==> src/sv/assert_macros.svh <==
// Assertion macros for the RTL; mexp_datapath.sv is the file that includes them.
`ifndef ASSERT_MACROS_SVH
`define ASSERT_MACROS_SVH

`ifndef SYNTHESIS

`define MEXP_ASSERT(lbl, clk, rst_n, prop, msg) \
    lbl: assert property (@(posedge clk) disable iff (!rst_n) (prop)) else $error(msg);

`define MEXP_ASSERT_ALWAYS(lbl, clk, prop, msg) \
    lbl: assert property (@(posedge clk) (prop)) else $error(msg);

`else

`define MEXP_ASSERT(lbl, clk, rst_n, prop, msg)

`define MEXP_ASSERT_ALWAYS(lbl, clk, prop, msg)

`endif

`endif

==> src/sv/mexp_pkg.sv <==
`timescale 1ns / 1ps

package mexp_pkg;

    localparam int FIELD_W   = 32;
    localparam int WORD_BITS = 32;
    localparam int CNT_W     = $clog2(WORD_BITS + 1);

    typedef logic [FIELD_W-1:0]   t_field;
    typedef logic [WORD_BITS-1:0] t_word;
    typedef logic [CNT_W-1:0]     t_cnt;

    typedef enum logic [2:0] {
        S_IDLE,
        S_REDUCE,
        S_CHECK,
        S_MULA,
        S_WBA,
        S_MULS,
        S_WBS,
        S_FINISH
    } t_state;

    typedef enum logic [3:0] {
        DP_IDLE,
        DP_LOAD,
        DP_REDUCE,
        DP_MUL_INIT,
        DP_SQR_INIT,
        DP_MUL_STEP,
        DP_ACC_WB,
        DP_PW_WB,
        DP_RESULT
    } t_dp_op;

    typedef struct packed {
        logic m_small;
        logic step_last;
        logic exp_bit;
        logic ebit_done;
        logic out_free;
    } t_dp_stat;

    // Sum of two residues below m, reduced by m without overflow.
    function automatic t_word add_mod(input t_word a, input t_word b, input t_word m);
        t_word gap;
        gap = m - b;
        return (a >= gap) ? (a - gap) : (a + b);
    endfunction

endpackage

==> src/sv/mexp_datapath.sv <==
`timescale 1ns / 1ps

`include "assert_macros.svh"

module mexp_datapath (
    input  logic              i_clk,
    input  logic              i_rst_n,
    input  logic              i_cfg_we,
    input  mexp_pkg::t_field  i_cfg_data,
    input  mexp_pkg::t_field  i_base_value,
    input  mexp_pkg::t_field  i_exponent,
    input  logic              i_out_stall,
    input  mexp_pkg::t_dp_op  i_cmd,
    output mexp_pkg::t_dp_stat o_stat,
    output logic              o_out_valid,
    output mexp_pkg::t_field  o_power_residue
);
    import mexp_pkg::*;

    t_word  r_modulus;
    t_word  r_base;
    t_word  r_exp;
    t_word  r_acc;
    t_word  r_pw;
    t_word  r_mf;
    t_word  r_mb;
    t_word  r_mp;
    t_word  r_res;
    t_cnt   r_step;
    t_cnt   r_ebit;
    logic   r_out_valid;

    logic              m_small;
    logic [WORD_BITS:0] rem_shift;
    logic [WORD_BITS:0] rem_next;

    assign m_small   = (r_modulus <= t_word'(1));
    assign rem_shift = {r_pw, r_base[WORD_BITS-1]};
    assign rem_next  = (rem_shift >= {1'b0, r_modulus}) ?
                       (rem_shift - {1'b0, r_modulus}) : rem_shift;

    assign o_stat.m_small   = m_small;
    assign o_stat.step_last = (r_step == t_cnt'(WORD_BITS - 1));
    assign o_stat.exp_bit   = r_exp[0];
    assign o_stat.ebit_done = (r_ebit == t_cnt'(WORD_BITS));
    assign o_stat.out_free  = !r_out_valid || !i_out_stall;

    always_ff @(posedge i_clk) begin
        if (!i_rst_n) begin
            r_modulus <= t_word'(1);
        end else if (i_cfg_we) begin
            r_modulus <= t_word'(i_cfg_data);
        end
    end

    always_ff @(posedge i_clk) begin
        if (!i_rst_n) begin
            r_out_valid <= 1'b0;
        end else if (i_cmd == DP_RESULT) begin
            r_out_valid <= 1'b1;
        end else if (r_out_valid && !i_out_stall) begin
            r_out_valid <= 1'b0;
        end
    end

    always_ff @(posedge i_clk) begin
        if (!i_rst_n) begin
            r_step      <= '0;
            r_ebit      <= '0;
        end else begin
            unique case (i_cmd)
                DP_LOAD: begin
                    r_step <= '0;
                    r_ebit <= '0;
                end
                DP_REDUCE, DP_MUL_STEP: begin
                    r_step <= r_step + t_cnt'(1);
                end
                DP_MUL_INIT, DP_SQR_INIT, DP_ACC_WB: begin
                    r_step <= '0;
                end
                DP_PW_WB: begin
                    r_ebit <= r_ebit + t_cnt'(1);
                end
                default: begin
                end
            endcase
        end
    end

    always_ff @(posedge i_clk) begin
        unique case (i_cmd)
            DP_LOAD: begin
                r_base <= t_word'(i_base_value);
                r_exp  <= t_word'(i_exponent);
                r_acc  <= t_word'(1);
                r_pw   <= '0;
            end
            DP_REDUCE: begin
                r_pw   <= rem_next[WORD_BITS-1:0];
                r_base <= {r_base[WORD_BITS-2:0], 1'b0};
            end
            DP_MUL_INIT: begin
                r_mf <= r_acc;
                r_mb <= r_pw;
                r_mp <= '0;
            end
            DP_SQR_INIT: begin
                r_mf <= r_pw;
                r_mb <= r_pw;
                r_mp <= '0;
            end
            DP_MUL_STEP: begin
                if (r_mb[0]) begin
                    r_mp <= add_mod(r_mp, r_mf, r_modulus);
                end
                r_mf <= add_mod(r_mf, r_mf, r_modulus);
                r_mb <= {1'b0, r_mb[WORD_BITS-1:1]};
            end
            DP_ACC_WB: begin
                r_acc <= r_mp;
                r_mf  <= r_pw;
                r_mb  <= r_pw;
                r_mp  <= '0;
            end
            DP_PW_WB: begin
                r_pw  <= r_mp;
                r_exp <= {1'b0, r_exp[WORD_BITS-1:1]};
            end
            DP_RESULT: begin
                r_res <= m_small ? '0 : r_acc;
            end
            default: begin
            end
        endcase
    end

    assign o_out_valid     = r_out_valid;
    assign o_power_residue = t_field'(r_res);

    `MEXP_ASSERT(a_mul_residues, i_clk, i_rst_n, (i_cmd == DP_MUL_STEP) |-> (!m_small && r_mp < r_modulus && r_mf < r_modulus), "multiplier operand not reduced")
    `MEXP_ASSERT(a_result_slot, i_clk, i_rst_n, (i_cmd == DP_RESULT) |-> (!r_out_valid || !i_out_stall), "result written over a waiting word")
    `MEXP_ASSERT(a_ebit_range, i_clk, i_rst_n, r_ebit <= t_cnt'(WORD_BITS), "exponent bit count overrun")
    `MEXP_ASSERT(a_step_range, i_clk, i_rst_n, r_step <= t_cnt'(WORD_BITS), "step count overrun")

endmodule

==> src/sv/mexp_control.sv <==
`timescale 1ns / 1ps

module mexp_control (
    input  logic               i_clk,
    input  logic               i_rst_n,
    input  logic               i_in_valid,
    input  mexp_pkg::t_dp_stat i_stat,
    output logic               o_in_stall,
    output mexp_pkg::t_dp_op   o_cmd
);
    import mexp_pkg::*;

    t_state r_state;
    t_state n_state;

    always_ff @(posedge i_clk) begin
        if (!i_rst_n) begin
            r_state <= S_IDLE;
        end else begin
            r_state <= n_state;
        end
    end

    always_comb begin
        n_state = r_state;
        unique case (r_state)
            S_IDLE: begin
                if (i_in_valid) begin
                    n_state = i_stat.m_small ? S_FINISH : S_REDUCE;
                end
            end
            S_REDUCE: begin
                if (i_stat.step_last) begin
                    n_state = S_CHECK;
                end
            end
            S_CHECK: begin
                if (i_stat.ebit_done) begin
                    n_state = S_FINISH;
                end else if (i_stat.exp_bit) begin
                    n_state = S_MULA;
                end else begin
                    n_state = S_MULS;
                end
            end
            S_MULA: begin
                if (i_stat.step_last) begin
                    n_state = S_WBA;
                end
            end
            S_WBA: begin
                n_state = S_MULS;
            end
            S_MULS: begin
                if (i_stat.step_last) begin
                    n_state = S_WBS;
                end
            end
            S_WBS: begin
                n_state = S_CHECK;
            end
            S_FINISH: begin
                if (i_stat.out_free) begin
                    n_state = S_IDLE;
                end
            end
            default: begin
                n_state = S_IDLE;
            end
        endcase
    end

    always_comb begin
        o_in_stall = 1'b1;
        o_cmd      = DP_IDLE;
        unique case (r_state)
            S_IDLE: begin
                o_in_stall = 1'b0;
                if (i_in_valid) begin
                    o_cmd = DP_LOAD;
                end
            end
            S_REDUCE: begin
                o_cmd = DP_REDUCE;
            end
            S_CHECK: begin
                if (i_stat.ebit_done) begin
                    o_cmd = DP_IDLE;
                end else if (i_stat.exp_bit) begin
                    o_cmd = DP_MUL_INIT;
                end else begin
                    o_cmd = DP_SQR_INIT;
                end
            end
            S_MULA, S_MULS: begin
                o_cmd = DP_MUL_STEP;
            end
            S_WBA: begin
                o_cmd = DP_ACC_WB;
            end
            S_WBS: begin
                o_cmd = DP_PW_WB;
            end
            S_FINISH: begin
                if (i_stat.out_free) begin
                    o_cmd = DP_RESULT;
                end
            end
            default: begin
                o_cmd = DP_IDLE;
            end
        endcase
    end

endmodule

==> src/sv/modular_exponentiation.sv <==
`timescale 1ns / 1ps

// Channel   Handshake                   Word
// input     i_in_valid / o_in_stall     i_base_value, i_exponent
// output    o_out_valid / i_out_stall   o_power_residue
// config    i_cfg_we                    i_cfg_data (modulus)
//
// Each word reduces the base by the modulus, then walks the 32 exponent bits from bit 0:
// a multiply where the bit is set, then a square, both on one shared bit-serial modular multiplier.
// A modulus of 0 or 1 skips the work and returns 0.
// Synchronous reset sets the modulus to 1 and empties the output register.
// A finished word waits in the output register while the next input word is taken.

module modular_exponentiation (
    input  logic             i_clk,
    input  logic             i_rst_n,
    input  logic             i_cfg_we,
    input  mexp_pkg::t_field i_cfg_data,
    input  logic             i_in_valid,
    output logic             o_in_stall,
    input  mexp_pkg::t_field i_base_value,
    input  mexp_pkg::t_field i_exponent,
    output logic             o_out_valid,
    input  logic             i_out_stall,
    output mexp_pkg::t_field o_power_residue
);
    import mexp_pkg::*;

    t_dp_op   cmd;
    t_dp_stat stat;

    mexp_control u_control (
        .i_clk      (i_clk),
        .i_rst_n    (i_rst_n),
        .i_in_valid (i_in_valid),
        .i_stat     (stat),
        .o_in_stall (o_in_stall),
        .o_cmd      (cmd)
    );

    mexp_datapath u_datapath (
        .i_clk           (i_clk),
        .i_rst_n         (i_rst_n),
        .i_cfg_we        (i_cfg_we),
        .i_cfg_data      (i_cfg_data),
        .i_base_value    (i_base_value),
        .i_exponent      (i_exponent),
        .i_out_stall     (i_out_stall),
        .i_cmd           (cmd),
        .o_stat          (stat),
        .o_out_valid     (o_out_valid),
        .o_power_residue (o_power_residue)
    );

endmodule
==> config.mk <==
export PLATFORM = sky130hd
export DESIGN_NAME = modular_exponentiation
export DESIGN_NICKNAME = d
export VERILOG_FILES = /design/src/sv/mexp_pkg.sv /design/src/sv/mexp_datapath.sv /design/src/sv/mexp_control.sv /design/src/sv/modular_exponentiation.sv
export VERILOG_INCLUDE_DIRS = /design/src /design/src/sv
export SDC_FILE = /design/constraint.sdc
export NUM_CORES = 1
export LEC_CHECK = 0
export CORE_UTILIZATION = 45
export DETAILED_ROUTE_END_ITERATION = 8
export DONT_BUFFER_PORTS = 1
export HOLD_SLACK_MARGIN = 0.12
export PLACE_DENSITY = 0.58
export SLEW_MARGIN = 0
export SYNTH_ARGS = -nofsm -noshare
export SYNTH_HDL_FRONTEND = slang
export SYNTH_SLANG_ARGS = --single-unit
==> constraint.sdc <==
create_clock -name i_clk -period 6.44 [get_ports i_clk]
set_input_delay 0.644 -clock i_clk [delete_from_list [all_inputs] [get_ports i_clk]]
set_output_delay 0.644 -clock i_clk [all_outputs]
set_load 0.02 [all_outputs]
### After elaboration in Yosys (flattened, before gate mapping)

Cells that the tools add are included.

* reductions and logical operators: 20
* muxes and demuxes: 30
* add/subtract/negate cells: 8
* equality and inequality tests: 23
* order comparisons: 4

Operators by type and width (count)
* case mux 32 bit (2 select lines): 5
* case mux 32 bit (3 select lines): 2
* 2-to-1 mux 32 bit: 4
* subtractor 32 bit: 4
* adder 32 bit: 2
* >= comparator 32 bit: 2
* >= comparator 33 x 32 -> 1 bit: 1
* less-or-equal comparator 32 x 1 -> 1 bit (second input constant): 1
* case mux 4 bit (7 select lines): 1
* 2-to-1 mux 3 bit: 9
* case mux 3 bit (8 select lines): 1
* case mux 6 bit (2 select lines): 2
* equality test 4 x 3 -> 1 bit (second input constant): 4
* adder 6 x 1 -> 6 bit (second input constant): 2
* equality test 3 bit (second input constant): 4
* nonzero test 2 bit: 6
* inequality test 2 bit (second input constant): 5
* equality test 4 x 2 -> 1 bit (second input constant): 2
* 2-to-1 mux 4 bit: 2
* equality test 3 x 2 -> 1 bit (second input constant): 2
* equality test 6 x 5 -> 1 bit (second input constant): 1
* equality test 6 bit (second input constant): 1
* nonzero test 3 bit: 2
* OR reduction 2 bit: 3
* other kinds (13): 17

* input port bits: 101
* logic and storage cells: 98
* register bits: 304
* output and inout port bits: 34

### Depth between registers and ports, before layout

* depth in word-level cells: 8
* mapped depth: 25
* depth with buffers taken out: 24

### Hierarchy

A second synthesis with hierarchy kept.

* cells, all modules: 2368
* area total of the unflattened synthesis: 21604.5 µm²

By module, submodules not included
* mexp_datapath: cells an instance 2325, sequential area each 8588.2 µm², times used 1, area an instance 21287.9 µm²
* mexp_control: cells an instance 43, sequential area each 60.1 µm², times used 1, area an instance 316.6 µm²

### Least setup slack after synthesis

Ideal clock, no wire load.

* path type: register to register
* start point: register u_datapath.r_mf[1]
* end point: register u_datapath.r_mp[11], data pin
* setup slack: 1.499 ns
* cell stages (with the launch flop): 25
* path buffers: 1
* clock period less this slack: 4.941 ns
* arrival: 4.676 ns
* library setup time: 0.266 ns
* required time: 6.174 ns
* path through: edfxtp_1 -> inv_1 -> ha_1 -> nor2b_1 -> o211ai_1 -> a211oi_1 -> o211ai_1 -> a21oi_1 -> a31oi_1 -> a21oi_1 -> a21oi_1 -> o21bai_1 -> a21oi_1 -> o21ai_0 -> nand2b_1 -> ha_1 -> a21oi_1 -> o21ai_0 -> a21o_1 -> a21o_1 -> a2111o_1 -> o21a_1 -> buf_4 -> mux2i_1 -> nor2_1

* cells in the longest elaborated chain, start to end: 5
* elaborated cells on any way between the ends: 7
* classes of those cells: 3 x add/sub; 1 x order compare; 3 x mux

RTL lines
* start, declared: line mexp_datapath.sv:25 `t_word r_mf;`
* start signal, assigned: line mexp_datapath.sv:104 `r_mf <= r_acc;`
* start signal, assigned: line mexp_datapath.sv:109 `r_mf <= r_pw;`
* start signal, assigned: line mexp_datapath.sv:117 `r_mf <= add_mod(r_mf, r_mf, r_modulus);`
* subtractor 32 bit: line mexp_pkg.sv:47 `gap = m - b;`
* subtractor 32 bit or >= comparator 32 bit (tied branches): line mexp_pkg.sv:48 `return (a >= gap) ? (a - gap) : (a + b);`
* 2-to-1 mux 32 bit *: line mexp_pkg.sv:48
* 2-to-1 mux 32 bit *: line mexp_datapath.sv:114 `if (r_mb[0]) begin`
* case mux 32 bit (2 select lines) *: line mexp_datapath.sv:92 `unique case (i_cmd)`
* end signal, assigned: line mexp_datapath.sv:115 `r_mp <= add_mod(r_mp, r_mf, r_modulus);`
* end, declared: line mexp_datapath.sv:27 `t_word r_mp;`

Every way passes the cells marked *; elsewhere a longest branch is shown, timed or not. The select of a mux whose other input is x is not followed.
A chain may end at the register's enable or synchronous reset.

### Worst setup path in the final report

* start point: register u_datapath.r_mf[3]
* end point: register u_datapath.r_mp[20], data pin

Same word-level chain as after synthesis.

==> flow_metrics.env <==
export IMPL_netlist_area_um2=21300
export IMPL_hold_buffers=0
export IMPL_grt_max_degree=54
export IMPL_synth_distinct_cells=84
export IMPL_antenna_cells=0
export IMPL_crit_fanout=18
export IMPL_ctsResizeCount=0
export IMPL_io_buffers=0
export IMPL_core_um2=46600
export IMPL_finalSetupViolCount=0
export IMPL_drv_slew=0
export IMPL_clk_latency_ns=0.57
export IMPL_drc=0
export IMPL_synth_xor_xnor_area_share_pct=5.67
export IMPL_cts_buffers=38
export IMPL_wl_per_cell_um=23.4
export IMPL_final_layout_size_suffix_gt1_share_pct=5.58
export IMPL_finalCriticalPeriod_ns=5.98
export IMPL_cp_arrival_ns=6.42
export IMPL_clk_pin_slew_ns=0.06
export IMPL_cts_root_buf="clkbuf_16"
export IMPL_synth_fa_ha_area_share_pct=9.89
export IMPL_netlist_instances=2342
export IMPL_relSlewSlack_pct=28.6
export IMPL_wl_mm=69.6
export IMPL_fin_crit_sh_pct=92.8
export IMPL_worst_pin_slew_ns=1.07
export IMPL_fp_row_count=79
export IMPL_drtIter0Drc=1532
export IMPL_fin_skew_ns=0.0133
export IMPL_synth_async_reset_ratio_pct=0
export IMPL_antenna_found_initial=4
export IMPL_yosys_area_share_simple_pct=18.7
export IMPL_dr_pass1_iters=6
export IMPL_synth_top_family_by_area="compound AO/OA/AOI/OAI gates"
export IMPL_track_usage_pct=28.9
export IMPL_synth_seq_area_share_pct=40.6
export IMPL_synth_area_mux_share_pct=2.59
export IMPL_start_util_pct=45.7
export IMPL_finalInstanceArea_um2=23400
export IMPL_avgSynthCellArea_um2=9.09
export IMPL_cts_max_level=2
export IMPL_setup_ws_ns=0.465
export IMPL_final_nets=2597
export IMPL_required_ns=6.88
export IMPL_cts_sinks=304
export IMPL_synth_edf_count=256
export IMPL_regArea_um2=8650
export IMPL_setup_worst_path_start_class="flip-flop"
export IMPL_grt_pass1_vias=17000
export IMPL_rsz0062_at_grt="false"
export IMPL_clockBufferDepth=3
export IMPL_n_fill_cell=4418
export IMPL_ys_ff_latch=304
export IMPL_grt_pass1_wl_mm=103
export IMPL_end_kind="flip-flop"
export IMPL_dieHeight_um=219
export IMPL_gp_congestion=0.952
export IMPL_drtAntennaViolNets=0
export IMPL_grt_overflow_total=0
export IMPL_ios=135
export IMPL_drv_cap=0
export IMPL_final_util_pct=50.2
export IMPL_synth_compound_area_share_pct=18.8
export IMPL_area_delta_synth_final_pct=9.75
export IMPL_hold_path_class="primary input to flip-flop"
export IMPL_via_per_inst=5.97
export IMPL_max_freq_mhz=167
export IMPL_place_area_um2=22100
export IMPL_cts_tree="yes"
export IMPL_yosys_warnings=0
export IMPL_die_w_um=219
export IMPL_synth_flop_cell="edfxtp_1"
export IMPL_vias=17700
export IMPL_syn_nets=2604
export IMPL_status="finished, final reports clean"
export IMPL_final_setup_tns_ns=0
export IMPL_path_class="flip-flop to flip-flop"
export IMPL_preCtsSetupSlack_ns=0.578
export IMPL_finalHoldViolations=0
export IMPL_die_area_um2=48200
export IMPL_hpwlAfterDp_mm=52.3
export IMPL_cts_setup_buffers=0
export IMPL_multiInputGateArea_um2=11900
final cells by class:
| class | instances | share of cell area, % |
|---|---|---|
| Sequential cell | 304 | 37.0 |
| Clock buffer | 50 | 4.40 |
| Timing Repair Buffer | 40 | 1.50 |
| Multi-Input combinational cell | 1832 | 50.9 |
| Clock inverter | 20 | 0.985 |
| Tap cell | 607 | 3.25 |
| Inverter | 119 | 1.91 |
metal layers:
metal | routed length, um | GRT usage (%) | vias to the layer above | share of wire (%)
li1 | - | - | 8457 | -
met1 | 31200 | 40.4 | 8468 | 45
met2 | 29000 | 42.2 | 672 | 42
met3 | 6820 | 7.56 | 137 | 9.8
met4 | 2610 | 11.4 | 6 | 3.7
met5 | 34 | 0 | - | 0.049
state kept, by name, indices dropped and copies added (netlist names):
name and count:
u_datapath.r_mf 32, u_datapath.o_power_residue 32, u_datapath.r_modulus 32, u_datapath.r_ebit 6, u_control.r_state 3, u_datapath.r_step 6
u_datapath.r_acc 32, u_datapath.r_mp 32, u_datapath.r_pw 32, u_datapath.r_mb 32, u_datapath.r_exp 32, u_datapath.o_out_valid 1
u_datapath.r_base 32
cell usage after synthesis (22+ instances only):
cell type  number  share of area [%]
nand2b_1       28               0.82
nand2_1       414                7.3
o21a_1         27               0.95
nor3_1         34               0.80
xor2_1         54                2.2
xnor2_1        82                3.4
o21ai_0       127                3.0
clkbuf_1       66                1.2
inv_1         119                2.1
mux2i_1        54                2.5
o211ai_1       22               0.78
and3_1         43                1.3
a21o_1         78                2.8
nor2_1        126                2.2
nor2b_1        81                2.4
a21oi_1       171                4.0
dfxtp_1        48                4.5
edfxtp_1      256                 36
nand3_1        37               0.87
ha_1          156                9.2
a22oi_1        26               0.92
worst paths after layout:
check | from | endpoint | slack [ns] | cells past startpoint
hold reg to reg | u_datapath.r_step[1]$_SDFFE_PN0P_ | u_datapath.r_step[1]$_SDFFE_PN0P_ | 0.49 | 2
setup reg to reg | u_datapath.r_mf[3]$_DFFE_PP_ | u_datapath.r_mp[20]$_SDFFCE_PP0P_ | 0.46 | 24
hold / removal | i_rst_n | u_control.r_state[2]$_SDFFE_PN0P_ | 0.21 | 1
setup / recovery | u_datapath.r_mf[3]$_DFFE_PP_ | u_datapath.r_mp[20]$_SDFFCE_PP0P_ | 0.46 | 24
through the flow:
stage | hold slack (ns) | instances
after floorplan | 0.458 | 2342
after global routing | 0.199 | 2972
after CTS | 0.174 | 2972
after global placement | 0.470 | 2902
after detailed placement | 0.485 | 2902
final | 0.206 | 2972
cell usage in the layout, fill, tap and decap left out, types with 17 or more instances in the layout:
master,Yosys,final
mux2i_1,54,54
xnor2_1,82,82
o21ai_0,127,127
nor2b_1,81,81
dfxtp_1,48,47
edfxtp_1,256,256
a22oi_1,26,26
nand4_1,18,18
o21a_1,27,27
o21bai_1,17,17
and2_1,17,17
inv_1,119,119
buf_4,1,36
nor3_1,34,34
ha_1,156,156
nor2_1,126,123
nand3_1,37,36
nand2_1,414,413
a211oi_1,19,19
clkbuf_16,0,39
o211ai_1,22,22
xor2_1,54,54
a21o_1,78,78
and3_1,43,43
a21oi_1,171,168
nand2b_1,28,28
worst max-delay path, stage by stage (launching register included):
cell and delay [ns]:
edfxtp_1 0.39, inv_1 0.08, ha_1 0.37, a21oi_1 0.11
nor2b_1 0.16, a211oi_1 0.52, o211ai_1 0.22, a21oi_1 0.37
a31oi_1 0.19, a21oi_1 0.22, a21oi_1 0.10, o21bai_1 0.21
a21oi_1 0.10, o21ai_0 0.15, nand2b_1 0.13, ha_1 0.37
a21oi_1 0.33, o21ai_0 0.15, a21o_1 0.20, a21o_1 0.19
a2111o_1 0.37, o21a_1 0.28, buf_12 0.21, nor2_1 0.23
a32o_1 0.21
logic make-up (layout without fill, tap and decap cells):
group / count (synthesis) / count (layout)
and+or+nand+nor: 858 / 858
AOI/OAI and AO/OA: 616 / 616
DFF: 304 / 304
buffers and inverters: 206 / 229
adders and majority gates: 166 / 166
xor gates and xnor gates: 137 / 137
muxes: 55 / 55
Power is not shown: default switching activity piles up to over one toggle a cycle in this logic, so the estimate is an artifact.
